--- src/connection_element_parser_top_defines.svh ---
// assertion macros used by the parser core
`ifndef CONNECTION_ELEMENT_PARSER_TOP_DEFINES_SVH
`define CONNECTION_ELEMENT_PARSER_TOP_DEFINES_SVH

// same-cycle implication, disabled in reset
`define CEP_ASSERT_NOW(label, ante, cons) \
  label: assert property (@(posedge clk) disable iff (!rst_n) (ante) |-> (cons)) \
    else $error("cep assertion failed");

// next-cycle implication, disabled in reset
`define CEP_ASSERT_NEXT(label, ante, cons) \
  label: assert property (@(posedge clk) disable iff (!rst_n) (ante) |=> (cons)) \
    else $error("cep assertion failed");

`endif

--- src/cep_pkg.sv ---
package cep_pkg;

  localparam int MAC_BYTES_DEF   = 6;
  localparam int IDENT_BYTES_DEF = 4;
  localparam int HEADER_BYTES    = 4;

  localparam logic [7:0] MAC_MASK_BIT   = 8'b0100_0000;
  localparam logic [7:0] IDENT_MASK_BIT = 8'b0010_0000;
  localparam logic [7:0] MIN_LEN_RESET  = 8'd4;
  localparam logic [7:0] COUNT_MAX      = 8'hFF;

  typedef enum logic [1:0] {
    CFG_ELEMENT_TYPE = 2'd0,
    CFG_MEDIUM_TYPE  = 2'd1,
    CFG_MIN_LENGTH   = 2'd2
  } cfg_idx_t;

  typedef enum logic [1:0] {
    TAG_HEADER = 2'd0,
    TAG_MAC    = 2'd1,
    TAG_IDENT  = 2'd2,
    TAG_ACTION = 2'd3
  } tag_t;

  typedef enum logic [2:0] {
    ST_OK         = 3'd0,
    ST_SHORT      = 3'd1,
    ST_TYPE       = 3'd2,
    ST_LENGTH     = 3'd3,
    ST_MEDIUM     = 3'd4,
    ST_MAC        = 3'd5,
    ST_IDENT      = 3'd6,
    ST_NO_ACTIONS = 3'd7
  } status_t;

  typedef struct packed {
    logic [7:0] byte_value;
    logic       final_byte;
  } in_item_t;

  typedef struct packed {
    logic [7:0] data_byte;
    logic [1:0] field_tag;
    logic       element_end;
    logic [2:0] status;
    logic       mac_present;
    logic       ident_present;
  } out_item_t;

  typedef struct packed {
    logic     valid;
    in_item_t item;
  } in_stage_t;

  typedef struct packed {
    logic      valid;
    out_item_t item;
  } out_stage_t;

endpackage

--- src/cep_in_reg.sv ---
module cep_in_reg (
  input  logic              clk,
  input  logic              rst_n,
  input  logic              in_valid,
  output logic              in_ready,
  input  cep_pkg::in_item_t in_data,
  input  logic              advance,
  output cep_pkg::in_stage_t stage
);
  import cep_pkg::*;

  logic     valid_r, valid_nxt;
  in_item_t item_r;

  assign in_ready = !valid_r || advance;

  always_comb begin
    valid_nxt = valid_r;
    if (in_valid && in_ready) begin
      valid_nxt = 1'b1;
    end else if (advance) begin
      valid_nxt = 1'b0;
    end
  end

  always_ff @(posedge clk) begin
    if (!rst_n) begin
      valid_r <= 1'b0;
    end else begin
      valid_r <= valid_nxt;
    end
  end

  always_ff @(posedge clk) begin
    if (in_valid && in_ready) begin
      item_r <= in_data;
    end
  end

  assign stage.valid = valid_r;
  assign stage.item  = item_r;

endmodule

--- src/cep_core.sv ---
`include "connection_element_parser_top_defines.svh"

module cep_core #(
  parameter int MAC_BYTES   = cep_pkg::MAC_BYTES_DEF,
  parameter int IDENT_BYTES = cep_pkg::IDENT_BYTES_DEF
) (
  input  logic                clk,
  input  logic                rst_n,
  input  logic                cfg_we,
  input  logic [1:0]          cfg_index,
  input  logic [7:0]          cfg_data,
  input  cep_pkg::in_stage_t  stage,
  input  logic                advance,
  output cep_pkg::out_stage_t result
);
  import cep_pkg::*;

  localparam int LW = $clog2(HEADER_BYTES + MAC_BYTES + IDENT_BYTES + 256);
  localparam logic [LW-1:0] HDR_X   = LW'(HEADER_BYTES);
  localparam logic [LW-1:0] MAC_X   = LW'(MAC_BYTES);
  localparam logic [LW-1:0] IDENT_X = LW'(IDENT_BYTES);

  logic [7:0] type_code_r, medium_code_r, min_len_r;

  logic [7:0] count_r, count_nxt;
  logic       type_r, type_nxt;
  logic [7:0] dlen_r, dlen_nxt;
  logic       medium_r, medium_nxt;
  logic [1:0] presence_r, presence_nxt;

  logic          fire;
  logic [7:0]    b;
  logic [7:0]    p;
  logic [7:0]    len;
  logic [1:0]    pres;
  logic          tm, mm;
  logic [7:0]    dl;
  logic [LW-1:0] len_x, p_x, mac_end, id_base, id_end, pay_base;
  tag_t          tag;
  status_t       status;

  always_ff @(posedge clk) begin
    if (!rst_n) begin
      type_code_r   <= '0;
      medium_code_r <= '0;
      min_len_r     <= MIN_LEN_RESET;
    end else if (cfg_we) begin
      unique case (cfg_index)
        CFG_ELEMENT_TYPE: type_code_r   <= cfg_data;
        CFG_MEDIUM_TYPE:  medium_code_r <= cfg_data;
        CFG_MIN_LENGTH:   min_len_r     <= cfg_data;
        default: ;
      endcase
    end
  end

  assign fire = stage.valid && advance;
  assign b    = stage.item.byte_value;
  assign p    = count_r;

  always_comb begin
    tm   = (p == 8'd0) ? (b == type_code_r) : type_r;
    dl   = (p == 8'd1) ? b : dlen_r;
    mm   = (p == 8'd2) ? (b == medium_code_r) : medium_r;
    pres = (p == 8'd3) ? {|(b & MAC_MASK_BIT), |(b & IDENT_MASK_BIT)} : presence_r;
    len  = (p == COUNT_MAX) ? COUNT_MAX : p + 8'd1;
  end

  always_comb begin
    len_x    = LW'(len);
    p_x      = LW'(p);
    mac_end  = HDR_X + MAC_X;
    id_base  = pres[1] ? mac_end : HDR_X;
    id_end   = id_base + IDENT_X;
    pay_base = pres[0] ? id_end : id_base;
  end

  always_comb begin
    priority if (p_x < HDR_X) begin
      tag = TAG_HEADER;
    end else if (pres[1] && p_x < mac_end) begin
      tag = TAG_MAC;
    end else if (pres[0] && p_x < id_end) begin
      tag = TAG_IDENT;
    end else begin
      tag = TAG_ACTION;
    end
  end

  always_comb begin
    priority if (len < min_len_r) begin
      status = ST_SHORT;
    end else if (!tm) begin
      status = ST_TYPE;
    end else if (len < 8'd2 || dl[7] || dl != len - 8'd2) begin
      status = ST_LENGTH;
    end else if (len < 8'd3 || !mm) begin
      status = ST_MEDIUM;
    end else if (len_x < HDR_X) begin
      status = ST_NO_ACTIONS;
    end else if (pres[1] && len_x < mac_end) begin
      status = ST_MAC;
    end else if (pres[0] && len_x < id_end) begin
      status = ST_IDENT;
    end else if (len_x <= pay_base) begin
      status = ST_NO_ACTIONS;
    end else begin
      status = ST_OK;
    end
  end

  always_comb begin
    count_nxt    = count_r;
    type_nxt     = type_r;
    dlen_nxt     = dlen_r;
    medium_nxt   = medium_r;
    presence_nxt = presence_r;
    if (fire) begin
      if (stage.item.final_byte) begin
        count_nxt    = '0;
        type_nxt     = 1'b0;
        dlen_nxt     = '0;
        medium_nxt   = 1'b0;
        presence_nxt = '0;
      end else begin
        count_nxt    = len;
        type_nxt     = tm;
        dlen_nxt     = dl;
        medium_nxt   = mm;
        presence_nxt = pres;
      end
    end
  end

  always_ff @(posedge clk) begin
    if (!rst_n) begin
      count_r    <= '0;
      type_r     <= 1'b0;
      dlen_r     <= '0;
      medium_r   <= 1'b0;
      presence_r <= '0;
    end else begin
      count_r    <= count_nxt;
      type_r     <= type_nxt;
      dlen_r     <= dlen_nxt;
      medium_r   <= medium_nxt;
      presence_r <= presence_nxt;
    end
  end

  assign result.valid              = fire;
  assign result.item.data_byte     = b;
  assign result.item.field_tag     = tag;
  assign result.item.element_end   = stage.item.final_byte;
  assign result.item.status        = stage.item.final_byte ? status : ST_OK;
  assign result.item.mac_present   = pres[1];
  assign result.item.ident_present = pres[0];

  `CEP_ASSERT_NEXT(a_clear_after_end, fire && stage.item.final_byte,
    count_r == 8'd0 && presence_r == 2'b00)
  `CEP_ASSERT_NEXT(a_count_step, fire && !stage.item.final_byte && count_r != COUNT_MAX,
    count_r == $past(count_r) + 8'd1)
  `CEP_ASSERT_NEXT(a_count_hold, !fire, $stable(count_r))
  `CEP_ASSERT_NOW(a_no_mask_early, count_r < 8'd4, presence_r == 2'b00)

endmodule

--- src/cep_out_reg.sv ---
module cep_out_reg (
  input  logic                clk,
  input  logic                rst_n,
  input  cep_pkg::out_stage_t result,
  output logic                advance,
  output logic                out_valid,
  input  logic                out_ready,
  output cep_pkg::out_item_t  out_data
);
  import cep_pkg::*;

  logic      valid_r, valid_nxt;
  out_item_t item_r;

  assign advance = !valid_r || out_ready;

  always_comb begin
    valid_nxt = valid_r;
    if (result.valid) begin
      valid_nxt = 1'b1;
    end else if (out_ready) begin
      valid_nxt = 1'b0;
    end
  end

  always_ff @(posedge clk) begin
    if (!rst_n) begin
      valid_r <= 1'b0;
    end else begin
      valid_r <= valid_nxt;
    end
  end

  always_ff @(posedge clk) begin
    if (result.valid) begin
      item_r <= result.item;
    end
  end

  assign out_valid = valid_r;
  assign out_data  = item_r;

endmodule

--- src/connection_element_parser_top.sv ---
// Parses a connection data element one byte per transaction and tags each byte as
// header, MAC, identifier or action, giving the element status with the final byte.
// One byte is taken every clock cycle while the result port is not stalled; a byte
// passes to the result port through the input register and the result register, and
// while a result waits one more byte can be held in the input register. There is no
// clearing pass after reset. Tags are tentative until the status on the final byte.
module connection_element_parser_top #(
  parameter int MAC_BYTES   = cep_pkg::MAC_BYTES_DEF,
  parameter int IDENT_BYTES = cep_pkg::IDENT_BYTES_DEF
) (
  input  logic               clk,
  input  logic               rst_n,
  input  logic               cfg_we,
  input  logic [1:0]         cfg_index,
  input  logic [7:0]         cfg_data,
  input  logic               in_valid,
  output logic               in_ready,
  input  cep_pkg::in_item_t  in_data,
  output logic               out_valid,
  input  logic               out_ready,
  output cep_pkg::out_item_t out_data
);
  import cep_pkg::*;

  in_stage_t  stage;
  out_stage_t result;
  logic       advance;

  cep_in_reg u_in_reg (
    .clk      (clk),
    .rst_n    (rst_n),
    .in_valid (in_valid),
    .in_ready (in_ready),
    .in_data  (in_data),
    .advance  (advance),
    .stage    (stage)
  );

  cep_core #(
    .MAC_BYTES   (MAC_BYTES),
    .IDENT_BYTES (IDENT_BYTES)
  ) u_core (
    .clk       (clk),
    .rst_n     (rst_n),
    .cfg_we    (cfg_we),
    .cfg_index (cfg_index),
    .cfg_data  (cfg_data),
    .stage     (stage),
    .advance   (advance),
    .result    (result)
  );

  cep_out_reg u_out_reg (
    .clk       (clk),
    .rst_n     (rst_n),
    .result    (result),
    .advance   (advance),
    .out_valid (out_valid),
    .out_ready (out_ready),
    .out_data  (out_data)
  );

endmodule
--- config.mk ---
export PLATFORM = sky130hd
export DESIGN_NAME = connection_element_parser_top
export DESIGN_NICKNAME = d
export VERILOG_FILES = /design/src/cep_pkg.sv /design/src/cep_in_reg.sv /design/src/cep_core.sv /design/src/cep_out_reg.sv /design/src/connection_element_parser_top.sv
export VERILOG_INCLUDE_DIRS = /design/src /design/src/src
export SDC_FILE = /design/constraint.sdc
export NUM_CORES = 1
export LEC_CHECK = 0
export BUFFER_PORTS_ARGS = -buffer_cell sky130_fd_sc_hd__buf_2
export CAP_MARGIN = 20
export CORE_ASPECT_RATIO = 0.5
export CORE_MARGIN = 1
export CORE_UTILIZATION = 59
export DETAILED_ROUTE_END_ITERATION = 10
export GPL_ROUTABILITY_DRIVEN = 0
export GPL_TIMING_DRIVEN = 0
export PLACE_DENSITY = 0.89
export RECOVER_POWER = 100
export SKIP_CTS_REPAIR_TIMING = 1
export SLEW_MARGIN = 20
export SYNTH_ARGS = -nofsm -noshare
export SYNTH_HDL_FRONTEND = slang
export SYNTH_SLANG_ARGS = --single-unit
--- constraint.sdc ---
create_clock -name clk -period 3.39 [get_ports clk]
set_input_delay 0.5085 -clock clk [delete_from_list [all_inputs] [get_ports clk]]
set_output_delay 0.5085 -clock clk [all_outputs]
set_load 0.03 [all_outputs]
==> results of run 1 <==
## power groups by stage
stage	Combinational (mW)	Sequential [mW]	Clock, mW
2_1_floorplan	0.106	0.962	0
3_3_place_gp	0.173	0.948	0
3_5_place_dp	0.178	0.949	0
4_1_cts	0.180	0.931	0.875
5_1_grt	0.195	0.934	0.908
6_report	0.181	0.932	0.876
## synth_stat cells (10+ instances only)
library cell,instances
sky130_fd_sc_hd__a21oi_1,13
sky130_fd_sc_hd__a22oi_1,19
sky130_fd_sc_hd__clkbuf_1,14
sky130_fd_sc_hd__dfxtp_1,46
sky130_fd_sc_hd__edfxtp_1,25
sky130_fd_sc_hd__ha_1,14
sky130_fd_sc_hd__inv_1,15
sky130_fd_sc_hd__mux2i_1,30
sky130_fd_sc_hd__nand2_1,22
sky130_fd_sc_hd__nand3_1,15
sky130_fd_sc_hd__nor2_1,18
sky130_fd_sc_hd__nor2b_1,48
sky130_fd_sc_hd__o21ai_0,10
sky130_fd_sc_hd__xnor2_1,17
sky130_fd_sc_hd__xor2_1,12
## per-stage QoR
step / hold slack, ns / instances / utilization
2_1_floorplan: 0.424 / 421 / -
3_3_place_gp: 0.430 / 549 / 0.690
3_5_place_dp: 0.436 / 549 / 0.690
4_1_cts: 0.339 / 565 / 0.733
5_1_grt: 0.333 / 566 / 0.735
6_report: 0.340 / 566 / 0.735
## registers in the layout, summed over array words and instances, names as in the netlist, 2 cells and up
name	flops
u_core.medium_code_r	8
u_core.dlen_r	8
u_core.presence_r	2
u_out_reg.out_data	16
u_in_reg.stage	9
u_core.count_r	8
u_core.min_len_r	8
u_core.type_code_r	8
## worst max-delay path, stage by stage (launching register included)
cell	delay, ns
sky130_fd_sc_hd__dfxtp_4	0.38
sky130_fd_sc_hd__ha_1	0.19
sky130_fd_sc_hd__clkbuf_4	0.19
sky130_fd_sc_hd__and3_1	0.19
sky130_fd_sc_hd__clkbuf_4	0.18
sky130_fd_sc_hd__and3_4	0.21
sky130_fd_sc_hd__nor2_4	0.14
sky130_fd_sc_hd__inv_1	0.08
sky130_fd_sc_hd__ha_1	0.31
sky130_fd_sc_hd__a211o_1	0.26
sky130_fd_sc_hd__a31oi_1	0.16
sky130_fd_sc_hd__o21ai_1	0.10
sky130_fd_sc_hd__a21oi_2	0.23
sky130_fd_sc_hd__nand2b_1	0.15
sky130_fd_sc_hd__and3b_1	0.19
## placed cells by master (no fill, tap or decap), types with 11 or more instances in the layout
cell type	n
sky130_fd_sc_hd__clkbuf_1	35
sky130_fd_sc_hd__buf_2	25
sky130_fd_sc_hd__nand2_1	22
sky130_fd_sc_hd__edfxtp_1	25
sky130_fd_sc_hd__a21oi_1	12
sky130_fd_sc_hd__a22oi_1	19
sky130_fd_sc_hd__nor2b_1	48
sky130_fd_sc_hd__nand3_1	14
sky130_fd_sc_hd__nor2_1	18
sky130_fd_sc_hd__inv_1	16
sky130_fd_sc_hd__xor2_1	11
sky130_fd_sc_hd__dfxtp_1	45
sky130_fd_sc_hd__ha_1	13
sky130_fd_sc_hd__mux2i_1	30
sky130_fd_sc_hd__xnor2_1	17
## cell type report
| class | count | area share |
|---|---|---|
| Buffer | 26 | 0.0276 |
| Clock buffer | 9 | 0.0482 |
| Clock inverter | 7 | 0.0102 |
| Inverter | 16 | 0.0128 |
| Multi-Input combinational cell | 308 | 0.480 |
| Sequential cell | 71 | 0.358 |
| Tap cell | 88 | 0.0236 |
| Timing Repair Buffer | 41 | 0.0391 |
## logic make-up after synthesis
logic type / count (synthesis) / share of synthesized area
AO/OA/AOI/OAI: 78 / 0.139
XOR/XNOR: 29 / 0.0623
flip-flops: 71 / 0.410
buffers and inverters: 42 / 0.0448
multiplexers: 33 / 0.0820
AND/OR/NAND/NOR: 154 / 0.218
adder cells (fa/ha/maj): 14 / 0.0430
## layer usage
layer  up-vias  global-route usage
met5         -                   0
met4         0               0.159
met3        45              0.0752
met2       209               0.488
met1      1588               0.370
li1       1612                   -
## worst max-delay path by stage
stage / slack (ns) / startpoint / endpoint / cells past startpoint
floorplan: 0.44 / u_core.count_r[1]$_SDFFE_PN0P_ / u_out_reg.out_data[4]$_SDFFCE_PP0P_ / 14
global placement: -0.09 / u_core.count_r[1]$_SDFFE_PN0P_ / u_out_reg.out_data[4]$_SDFFCE_PP0P_ / 14
detailed placement: -0.13 / u_core.count_r[1]$_SDFFE_PN0P_ / u_out_reg.out_data[3]$_SDFFCE_PP0P_ / 14
CTS: -0.18 / u_core.count_r[1]$_SDFFE_PN0P_ / u_out_reg.out_data[3]$_SDFFCE_PP0P_ / 14
global route: 0.004 / u_core.count_r[1]$_SDFFE_PN0P_ / u_out_reg.out_data[3]$_SDFFCE_PP0P_ / 15
finish: 0.17 / u_core.count_r[1]$_SDFFE_PN0P_ / u_out_reg.out_data[4]$_SDFFCE_PP0P_ / 14
==> out/results.md, run 1 <==
| Quantity | This run |
| --- | --- |
| Run status | completed |
| Worst reg2reg path depth | 14 |
| Worst-Margin Slew | 0.848 ns |
| Count of nets left with antenna violations after detail routing | 0 |
| Yosys warnings | 0 |
| Instance count along the most critical hold path | 1 |
| Unrepaired setup endpoints after global routing | no |
| Combinational share of power | 0.091 |
| Slack of the worst reg-to-reg path | 0.17 ns |
| CTS tree | built |
| Relative contribution of sequential cells to total power | 0.468 |
| Sort of element at the start of the critical path | flip-flop |
| Floorplan core area | 6360 sq um |
| Max Cap Viol | 0 |
| Vias in the first global route | 3176 |
| Die area | 7260 sq um |
| Bufs on Longest Clock Path | 2 |
| Deepest level of the CTS H-tree | 3 |
| Die width | 120 microns |
| Detailed route wirelength on metal2 | 4.46 mm |
| Placement row count | 20 |
| Clock network fraction of design power | 0.441 |
| Arrival time of the worst setup path | 3.31 ns |
| Number of standard cells after synthesis | 421 |
| Max_slew headroom | 0.429 |
| DRC errors left | 0 |
| Synthesized cell area | 4070 sq um |
| Worst vdd ir | 0.323 mV |
| Wire length of the first global-routing pass | 15.8 mm |
| Hold violation count in the final report | 0 |
| Post-Syn Area per Cell | 9.68 sq um |
| Count of fill cells added during filler insertion | 472 |
| Placed instance area | 4380 sq um |
| Period utilisation layout | 0.949 |
| Post-Synthesis Net Count | 459 |
| LEAKAGE | 1.83 nW |
| Sum of negative setup slack | 0 ns |
| Initial core utilization | 0.641 |
| Largest net degree at the start of global routing | 18 |
| Nets@finish | 511 |
| Detailed Routing Iterations Pass 1 | 7 |
| Leading area contributor after synthesis | sky130_fd_sc_hd__dfxtp_1 |
| Flip-flop cell with the highest count after synthesis | sky130_fd_sc_hd__dfxtp_1 |
| Share of synthesized area occupied by flip-flops and latches | 0.410 |
| Cell area power density | 425 nW/um^2 |
| Total clock buffers created by CTS | 9 |
| HPWL after detailed placement | 7.08 mm |
| Crit Path Class | reg2reg |
| Met3 wirelength from detailed routing | 1.12 mm |
| Switching portion of total power | 0.258 |
| Largest fanout of any net on the critical path | 9 |
| Overall die height | 60.8 microns |
| Root buffer cell | sky130_fd_sc_hd__clkbuf_16 |
| Area of the multi-input gates | 2240 sq um |
| Insertion delay of the later-clocked pin in the worst-skew pair | 0.35 ns |
| Area used by sequential logic in the layout | 1680 sq um |
| Top Ports | 42 |
| Clock transition time at the flip-flop clock pins of the worst setup and hold paths | 0.06 ns |
| # port buffers | 40 |
| Startpoint of the worst hold path | in_data[7] |
| Max Clock Skew | 0.0106 ns |
| Required time of the critical path | 3.48 ns |
| All-Layer GR Usage | 0.296 |
| Worst setup slack after placement | -0.132 ns |
| Overflow left after global routing | 0 |
| Total length of routed wires | 10.2 mm |
| Largest cells by area after synthesis | sky130_fd_sc_hd__dfxtp_1, sky130_fd_sc_hd__edfxtp_1, sky130_fd_sc_hd__mux2i_1 |
| DR WL/cell | 18.0 microns |
| Share of cells above drive strength 1 | 0.138 |
| Initial drt markers | 361 |
| Layout overhead on the synthesized area | 14.7% |
| Final instance area | 4670 sq um |
| Number of pins exceeding their max-slew limit in the final report | 0 |
| Synthesis-stage register bit count | 71 |
| Highest metal used | met4 |
| Total number of vias | 3454 |
| Maximum clock frequency | 311 MHz |
| Sw power | 513 uW |
| Share of the synthesized area in the top cell type | 0.226 |
| Min Tclk post-route | 3.22 ns |
| Reg2reg end | u_out_reg.out_data[4]$_SDFFCE_PP0P_ |
| Final number of setup-violating endpoints | 0 |
| Routed metal-1 wire length | 4.21 mm |
| Total inserted antenna cells | 0 |
| Element type at the critical path end | flip-flop |
| Worst-case hold path end point | u_in_reg.stage[7]$_DFFE_PP_ |
| Slack of the critical path | 0.171 ns |
| Via/cell ratio | 6.10 |
| Reg2Reg Launch Point | u_core.count_r[1]$_SDFFE_PN0P_ |
| Distinct cell type count after synthesis | 60 |
| Overall Power | 1.99 mW |
| Initial antenna violation count | 0 |
| Cell internal pwr | 1.48 mW |
| Async S/R FF share, synth | 0 |
| Sink count of the clock tree | 71 |
| Worst min path class | in2reg |
| Number of enable flip-flop cells after synthesis | 25 |
Power figures use the tool's default switching activity.
==> inputs of run 2 (changes only) <==
- clock period: 3.39 -> 3.65 ns (I/O delays scaled with it)
==> out/results.md, run 2 (synthesis gave the netlist of run 1 again) <==
| Quantity | This run | vs previous |
| --- | --- | --- |
| Deepest level of the CTS H-tree | 3 | unchanged |
| Total length of routed wires | 10.1 mm | -0.79% |
| Required time of the critical path | 3.73 ns | +0.25 ns |
| Cell area power density | 399 nW/um^2 | -6.1% |
| Count of nets left with antenna violations after detail routing | 0 | unchanged |
| Maximum clock frequency | 283 MHz | -8.9% |
| Nets@finish | 510 | -0.20% |
| Largest fanout of any net on the critical path | 9 | unchanged |
| Detailed Routing Iterations Pass 1 | 5 | -2 |
| Total inserted antenna cells | 0 | unchanged |
| Overall Power | 1.84 mW | -7.4% |
| Vias in the first global route | 3176 | unchanged |
| DRC errors left | 0 | unchanged |
| Reg2reg end | u_out_reg.out_data[3]$_SDFFCE_PP0P_ |  |
| Sum of negative setup slack | 0 ns | unchanged |
| Insertion delay of the later-clocked pin in the worst-skew pair | 0.35 ns | about the same |
| Top Ports | 42 | unchanged |
| Placement row count | 20 | unchanged |
| Overflow left after global routing | 0 | unchanged |
| Max_slew headroom | 0.456 | +0.0271 |
| Floorplan core area | 6360 sq um | unchanged |
| HPWL after detailed placement | 7.08 mm | unchanged |
| Max Cap Viol | 0 | unchanged |
| Largest net degree at the start of global routing | 18 | unchanged |
| Run status | completed |  |
| Die area | 7260 sq um | unchanged |
| LEAKAGE | 1.80 nW | -1.6% |
| Instance count along the most critical hold path | 1 | unchanged |
| Number of flip-flops in the largest register | 16 | unchanged |
| Worst-Margin Slew | 0.808 ns | -0.0402 ns |
| Sink count of the clock tree | 71 | unchanged |
| Initial antenna violation count | 0 | unchanged |
| Initial drt markers | 334 | -7.5% |
| Period utilisation layout | 0.968 | +0.0189 |
| All-Layer GR Usage | 0.296 | unchanged |
| Worst-case hold path end point | u_in_reg.stage[7]$_DFFE_PP_ |  |
| Worst min path class | in2reg |  |
| Unrepaired setup endpoints after global routing | no |  |
| Min Tclk post-route | 3.53 ns | +0.316 ns |
| Final number of setup-violating endpoints | 0 | unchanged |
| Final instance area | 4610 sq um | -1.3% |
| Fin util | 0.726 | -0.00984 |
| Arrival time of the worst setup path | 3.61 ns | +0.30 ns |
| # port buffers | 40 | unchanged |
| Wire length of the first global-routing pass | 15.8 mm | unchanged |
| Reg2Reg Launch Point | u_core.count_r[1]$_SDFFE_PN0P_ |  |
| Root buffer cell | sky130_fd_sc_hd__clkbuf_16 |  |
| Total clock buffers created by CTS | 9 | unchanged |
| Total number of vias | 3471 | +0.49% |
| Startpoint of the worst hold path | in_data[7] |  |
| Layout overhead on the synthesized area | 13.2% |  |
| Most frequent standard cell in the layout excluding fill and tap cells | sky130_fd_sc_hd__nor2b_1 |  |
| Clock transition time at the flip-flop clock pins of the worst setup and hold paths | 0.06 ns | about the same |
| Overall die height | 60.8 microns | unchanged |
| Via/cell ratio | 6.14 | +0.67% |
| Crit Path Class | reg2reg |  |
| Sort of element at the start of the critical path | flip-flop |  |
| Share of cells above drive strength 1 | 0.117 | -0.0207 |
| Number of pins exceeding their max-slew limit in the final report | 0 | unchanged |
| Commonest cells after routing, fill and taps aside | sky130_fd_sc_hd__nor2b_1, sky130_fd_sc_hd__dfxtp_1, sky130_fd_sc_hd__clkbuf_1 |  |
| DR WL/cell | 17.9 microns | -0.61% |
| CTS tree | built |  |
| Placed instance area | 4380 sq um | unchanged |
| Element type at the critical path end | flip-flop |  |
| Bufs on Longest Clock Path | 2 | unchanged |
| Worst reg2reg path depth | 15 | +1 |
| Die width | 120 microns | unchanged |
| Worst vdd ir | 0.299 mV | -7.3% |
| Hold violation count in the final report | 0 | unchanged |
| Slack of the worst reg-to-reg path | 0.12 ns | -0.06 ns |
| Max Clock Skew | 0.0121 ns | +0.00145 ns |
| Initial core utilization | 0.641 | unchanged |
run 2: layout make-up:
cell class	instances	area [sq um]
Buffer	26	113
Clock buffer	9	225
Clock inverter	7	47.5
Fill cell	477	1740
Inverter	16	60.1
Multi-Input combinational cell	308	2210
Sequential cell	71	1670
Tap cell	88	110
Timing Repair Buffer	40	175
run 2: worst max path at each step:
stage               cells past startpoint                             endpoint                           start
global placement                       14  u_out_reg.out_data[4]$_SDFFCE_PP0P_  u_core.count_r[1]$_SDFFE_PN0P_
floorplan                              14  u_out_reg.out_data[4]$_SDFFCE_PP0P_  u_core.count_r[1]$_SDFFE_PN0P_
global route                           15  u_out_reg.out_data[3]$_SDFFCE_PP0P_  u_core.count_r[1]$_SDFFE_PN0P_
CTS                                    14  u_out_reg.out_data[3]$_SDFFCE_PP0P_  u_core.count_r[1]$_SDFFE_PN0P_
detailed placement                     14  u_out_reg.out_data[3]$_SDFFCE_PP0P_  u_core.count_r[1]$_SDFFE_PN0P_
finish                                 15  u_out_reg.out_data[3]$_SDFFCE_PP0P_  u_core.count_r[1]$_SDFFE_PN0P_
run 2: per-stage QoR:
| step | instances | setup slack, ns | hold WS (ns) |
|---|---|---|---|
| floorplan | 421 | 0.702 | 0.424 |
| global placement | 549 | 0.174 | 0.430 |
| finish | 565 | 0.115 | 0.381 |
| global route | 565 | 0.00916 | 0.372 |
| CTS | 565 | 0.0786 | 0.378 |
| detailed placement | 549 | 0.128 | 0.436 |
run 2: report_power, final:
group	internal, mW	switching, mW	leakage, nW
combinational	0.0629	0.103	1.06
clock	0.460	0.350	0.132
sequential	0.846	0.0196	0.611
run 2: worst max-delay path, stage by stage, from the launching register on:
cell	delay, ns
sky130_fd_sc_hd__dfxtp_2	0.38
sky130_fd_sc_hd__ha_1	0.20
sky130_fd_sc_hd__buf_2	0.19
sky130_fd_sc_hd__and3_1	0.19
sky130_fd_sc_hd__buf_2	0.17
sky130_fd_sc_hd__and3_1	0.22
sky130_fd_sc_hd__nor2_1	0.30
sky130_fd_sc_hd__ha_1	0.34
sky130_fd_sc_hd__nor2b_1	0.09
sky130_fd_sc_hd__o22ai_2	0.11
sky130_fd_sc_hd__o311ai_1	0.15
sky130_fd_sc_hd__a211oi_2	0.21
sky130_fd_sc_hd__a21oi_1	0.09
sky130_fd_sc_hd__nor3_1	0.25
sky130_fd_sc_hd__and4_1	0.28
sky130_fd_sc_hd__a21oi_1	0.10
run 2: per-layer routing:
layer / wire [microns] / track usage
met5: 0 / 0
met3: 1070 / 0.0752
met1: 4210 / 0.370
met4: 367 / 0.159
met2: 4450 / 0.488
==> inputs of run 3 (changes only) <==
- REMOVE_ABC_BUFFERS: unset -> 1
- SYNTH_HIERARCHICAL: unset -> 1
==> out/results.md, run 3 <==
| Quantity | This run | vs previous |
| --- | --- | --- |
| Sink count of the clock tree | 71 | unchanged |
| Max Cap Viol | 1 | +1 |
| Cell breakdown of the critical path | ha_4, or3b_2, o21ai_2, and2_4, clkinvlp_4, xnor2_1, ha_1, a21o_1, a221oi_1, o2111ai_1, a21bo_1, or3_1, and4b_1 |  |
| Slack of the worst reg-to-reg path | 0.13 ns | about the same |
| Bufs on Longest Clock Path | 2 | unchanged |
| Floorplan core area | 6780 sq um | +6.7% |
| Largest fanout of any net on the critical path | 9 | unchanged |
| Reg2reg end | u_out_reg/out_data[4]$_DFFE_PP_ |  |
| Commonest cells after routing, fill and taps aside | sky130_fd_sc_hd__nor2b_1, sky130_fd_sc_hd__dfxtp_1, sky130_fd_sc_hd__mux2i_1 |  |
| Total length of routed wires | 10.5 mm | +3.6% |
| Flip-flop cell with the highest count after synthesis | sky130_fd_sc_hd__dfxtp_1 |  |
| Number of pins exceeding their max-slew limit in the final report | 47 | +47 |
| Kind of cell adding the most delay to the critical path | simple AND/OR/NAND/NOR gates |  |
| Worst-case hold path end point | u_in_reg/stage[8]$_DFFE_PP_ |  |
| Maximum clock frequency | 284 MHz | +0.32% |
| # port buffers | 41 | +2.5% |
| Run status | finished with violations |  |
| Layout overhead on the synthesized area | 13.2% | about the same |
| Total clock buffers created by CTS | 9 | unchanged |
| Leading cell type by number of instances after synthesis | sky130_fd_sc_hd__dfxtp_1 |  |
| Total number of vias | 3465 | -0.17% |
| # placed instances | 530 | -3.5% |
| Sum of negative setup slack | 0 ns | unchanged |
| Worst path slowest cell | sky130_fd_sc_hd__or3b_2 |  |
| Cell area power density | 401 nW/um^2 | +0.37% |
| Count of nets left with antenna violations after detail routing | 0 | unchanged |
| Distinct cell type count after synthesis | 69 | +15% |
| Non-filler instance count after layout | 559 | -1.1% |
| Violations in the final reports | max-capacitance violations, max-slew violations |  |
| Share of synthesized area occupied by flip-flops and latches | 0.398 | -0.0119 |
| Count of buffering cells on the critical path with inverters included | 1 | -1 |
| Arrival time of the worst setup path | 3.61 ns | about the same |
| Via/cell ratio | 6.20 | +0.90% |
| All-Layer GR Usage | 0.285 | -0.0110 |
| Clock transition time at the flip-flop clock pins of the worst setup and hold paths | 0.06 ns | about the same |
| CTS tree | built |  |
| Element type at the critical path end | flip-flop |  |
| Root buffer cell | sky130_fd_sc_hd__clkbuf_16 |  |
| Overall die height | 61.6 microns | +1.4% |
| Insertion delay of the later-clocked pin in the worst-skew pair | 0.33 ns | -0.02 ns |
| Commonest cells in the netlist | sky130_fd_sc_hd__dfxtp_1, sky130_fd_sc_hd__nor2b_1, sky130_fd_sc_hd__mux2i_1 |  |
| Detailed Routing Iterations Pass 1 | 5 | unchanged |
| Number of flip-flops in the largest register | 16 | unchanged |
| Hold violation count in the final report | 0 | unchanged |
| Synthesis-stage register bit count | 71 | unchanged |
| Overflow left after global routing | 0 | unchanged |
| Wire length of the first global-routing pass | 15.7 mm | -0.79% |
| Die width | 121 microns | +1.5% |
| Worst setup slack after placement | -0.510 ns | -0.638 ns |
| Most frequent standard cell in the layout excluding fill and tap cells | sky130_fd_sc_hd__nor2b_1 |  |
| Post-Syn Area per Cell | 9.76 sq um | +0.82% |
| Initial core utilization | 0.619 | -0.0221 |
| Reg2Reg Launch Point | u_core/count_r[1]$_SDFFE_PN0P_ |  |
| Yosys warnings | 6 | +6 |
| DR WL/cell | 18.7 microns | +4.7% |
| Instance count along the most critical hold path | 1 | unchanged |
| Crit Path Class | reg2reg |  |
| Largest cells by area after synthesis | sky130_fd_sc_hd__dfxtp_1, sky130_fd_sc_hd__edfxtp_1, sky130_fd_sc_hd__mux2i_1 |  |
| Placement row count | 21 | +5.0% |
| Overall Power | 1.90 mW | +3.4% |
| HPWL after detailed placement | 6.90 mm | -2.5% |
| Largest net degree at the start of global routing | 47 | +29 |
| Max_slew headroom | -0.0517 | -0.508 |
| Sort of element at the start of the critical path | flip-flop |  |
| Vias in the first global route | 3049 | -4.0% |
| Startpoint of the worst hold path | in_data[8] |  |
| Share of cells above drive strength 1 | 0.163 | +0.0453 |
| Synthesized cell area | 4200 sq um | +3.0% |
| Worst reg2reg path depth | 13 | -2 |
| Deepest level of the CTS H-tree | 3 | unchanged |
| Number of standard cells after synthesis | 430 | +2.1% |
| Max Clock Skew | 0.00623 ns | -0.00587 ns |
| Initial drt markers | 335 | +0.30% |
| Number of enable flip-flop cells after synthesis | 25 | unchanged |
| Top Ports | 42 | unchanged |
| Die area | 7470 sq um | +2.9% |
| Async S/R FF share, synth | 0 | unchanged |
| Total inserted antenna cells | 0 | unchanged |
| Initial antenna violation count | 0 | unchanged |
| Crit-path max cell delay | 0.47 ns | +0.09 ns |
| Share of the synthesized area in the top cell type | 0.220 | -0.00654 |
| Period utilisation layout | 0.965 | -0.00306 |
| Fin util | 0.701 | -0.0250 |
| Min Tclk post-route | 3.52 ns | -0.0112 ns |
| LEAKAGE | 1.86 nW | +3.0% |
| Final number of setup-violating endpoints | 0 | unchanged |
| Slack of the critical path | 0.126 ns | +0.0112 ns |
| Worst-Margin Slew | 1.58 ns | +0.770 ns |
| Worst vdd ir | 0.359 mV | +20% |
| Nets@finish | 502 | -1.6% |
| Leading area contributor after synthesis | sky130_fd_sc_hd__dfxtp_1 |  |
| DRC errors left | 0 | unchanged |
| Required time of the critical path | 3.74 ns | about the same |
| Worst min path class | in2reg |  |
run 3: cell types whose count changed after synthesis, moves of 5 or more:
cell,change
sky130_fd_sc_hd__buf_4,+12
sky130_fd_sc_hd__nor2_1,-8
sky130_fd_sc_hd__a21oi_1,-6
sky130_fd_sc_hd__nand2b_1,-5
sky130_fd_sc_hd__nor2b_1,-5
sky130_fd_sc_hd__o21a_1,-5
sky130_fd_sc_hd__xnor2_1,-5
run 3: cell type report:
| class | instances | area, sq um |
|---|---|---|
| clock buffers | 10 | 229 |
| clock inverters | 6 | 68.8 |
| fillers | 475 | 2030 |
| inverters | 20 | 78.8 |
| multi-input cells | 306 | 2280 |
| flip-flops and latches | 71 | 1680 |
| well taps | 92 | 115 |
| repair buffers | 54 | 292 |
run 3: power by group:
part	switching (mW)	internal, mW
Clock	0.344	0.532
Combinational	0.0968	0.0607
Sequential	0.0252	0.846
run 3: cell families (layout without fill, tap and decap cells):
kind of cell               after synthesis  after routing  share of synthesized area
and+or+nand+nor                        144            144                      0.211
AOI/OAI and AO/OA                       93             93                      0.160
DFF                                     71             71                      0.398
buffers and inverters                   53             90                     0.0614
muxes                                   28             28                     0.0671
xor gates and xnor gates                25             25                     0.0540
adders and majority gates               16             16                     0.0477
run 3: layer usage:
layer  vias up  wire length (microns)  global-route usage
met1      1636                   4560               0.353
met2       173                   4890               0.497
li1       1625                      -                   -
met5         -                      0                   0
met4         0                    200              0.0988
met3        31                    814              0.0741
run 3: per-stage QoR:
step	hold slack [ns]	area (sq um)
after floorplan	0.472	4010
after global placement	0.488	4330
after detailed placement	0.497	4340
after CTS	0.381	4640
after global routing	0.381	4750
final	0.389	4750
run 3: worst register-to-register path, delay by kind of cell, from the launching register on:
family	cells	cell delay, ns
AND/OR/NAND/NOR	4	1.21
AO/OA/AOI/OAI	5	0.88
adder cells (fa/ha/maj)	2	0.46
flip-flops	1	0.42
XOR/XNOR	1	0.16
buffers and inverters	1	0.15
run 3: worst max-delay path by stage:
| stage | from | end | slack (ns) | cells past startpoint |
|---|---|---|---|---|
| finish | u_core/count_r[1]$_SDFFE_PN0P_ | u_out_reg/out_data[4]$_DFFE_PP_ | 0.13 | 13 |
| CTS | u_core/count_r[0]$_SDFFE_PN0P_ | u_out_reg/out_data[4]$_DFFE_PP_ | -0.55 | 13 |
| floorplan | u_core/count_r[0]$_SDFFE_PN0P_ | u_out_reg/out_data[4]$_DFFE_PP_ | 0.03 | 13 |
| detailed placement | u_core/count_r[0]$_SDFFE_PN0P_ | u_out_reg/out_data[4]$_DFFE_PP_ | -0.51 | 13 |
| global route | u_core/count_r[1]$_SDFFE_PN0P_ | u_out_reg/out_data[4]$_DFFE_PP_ | -0.02 | 13 |
| global placement | u_core/count_r[0]$_SDFFE_PN0P_ | u_out_reg/out_data[4]$_DFFE_PP_ | -0.48 | 13 |
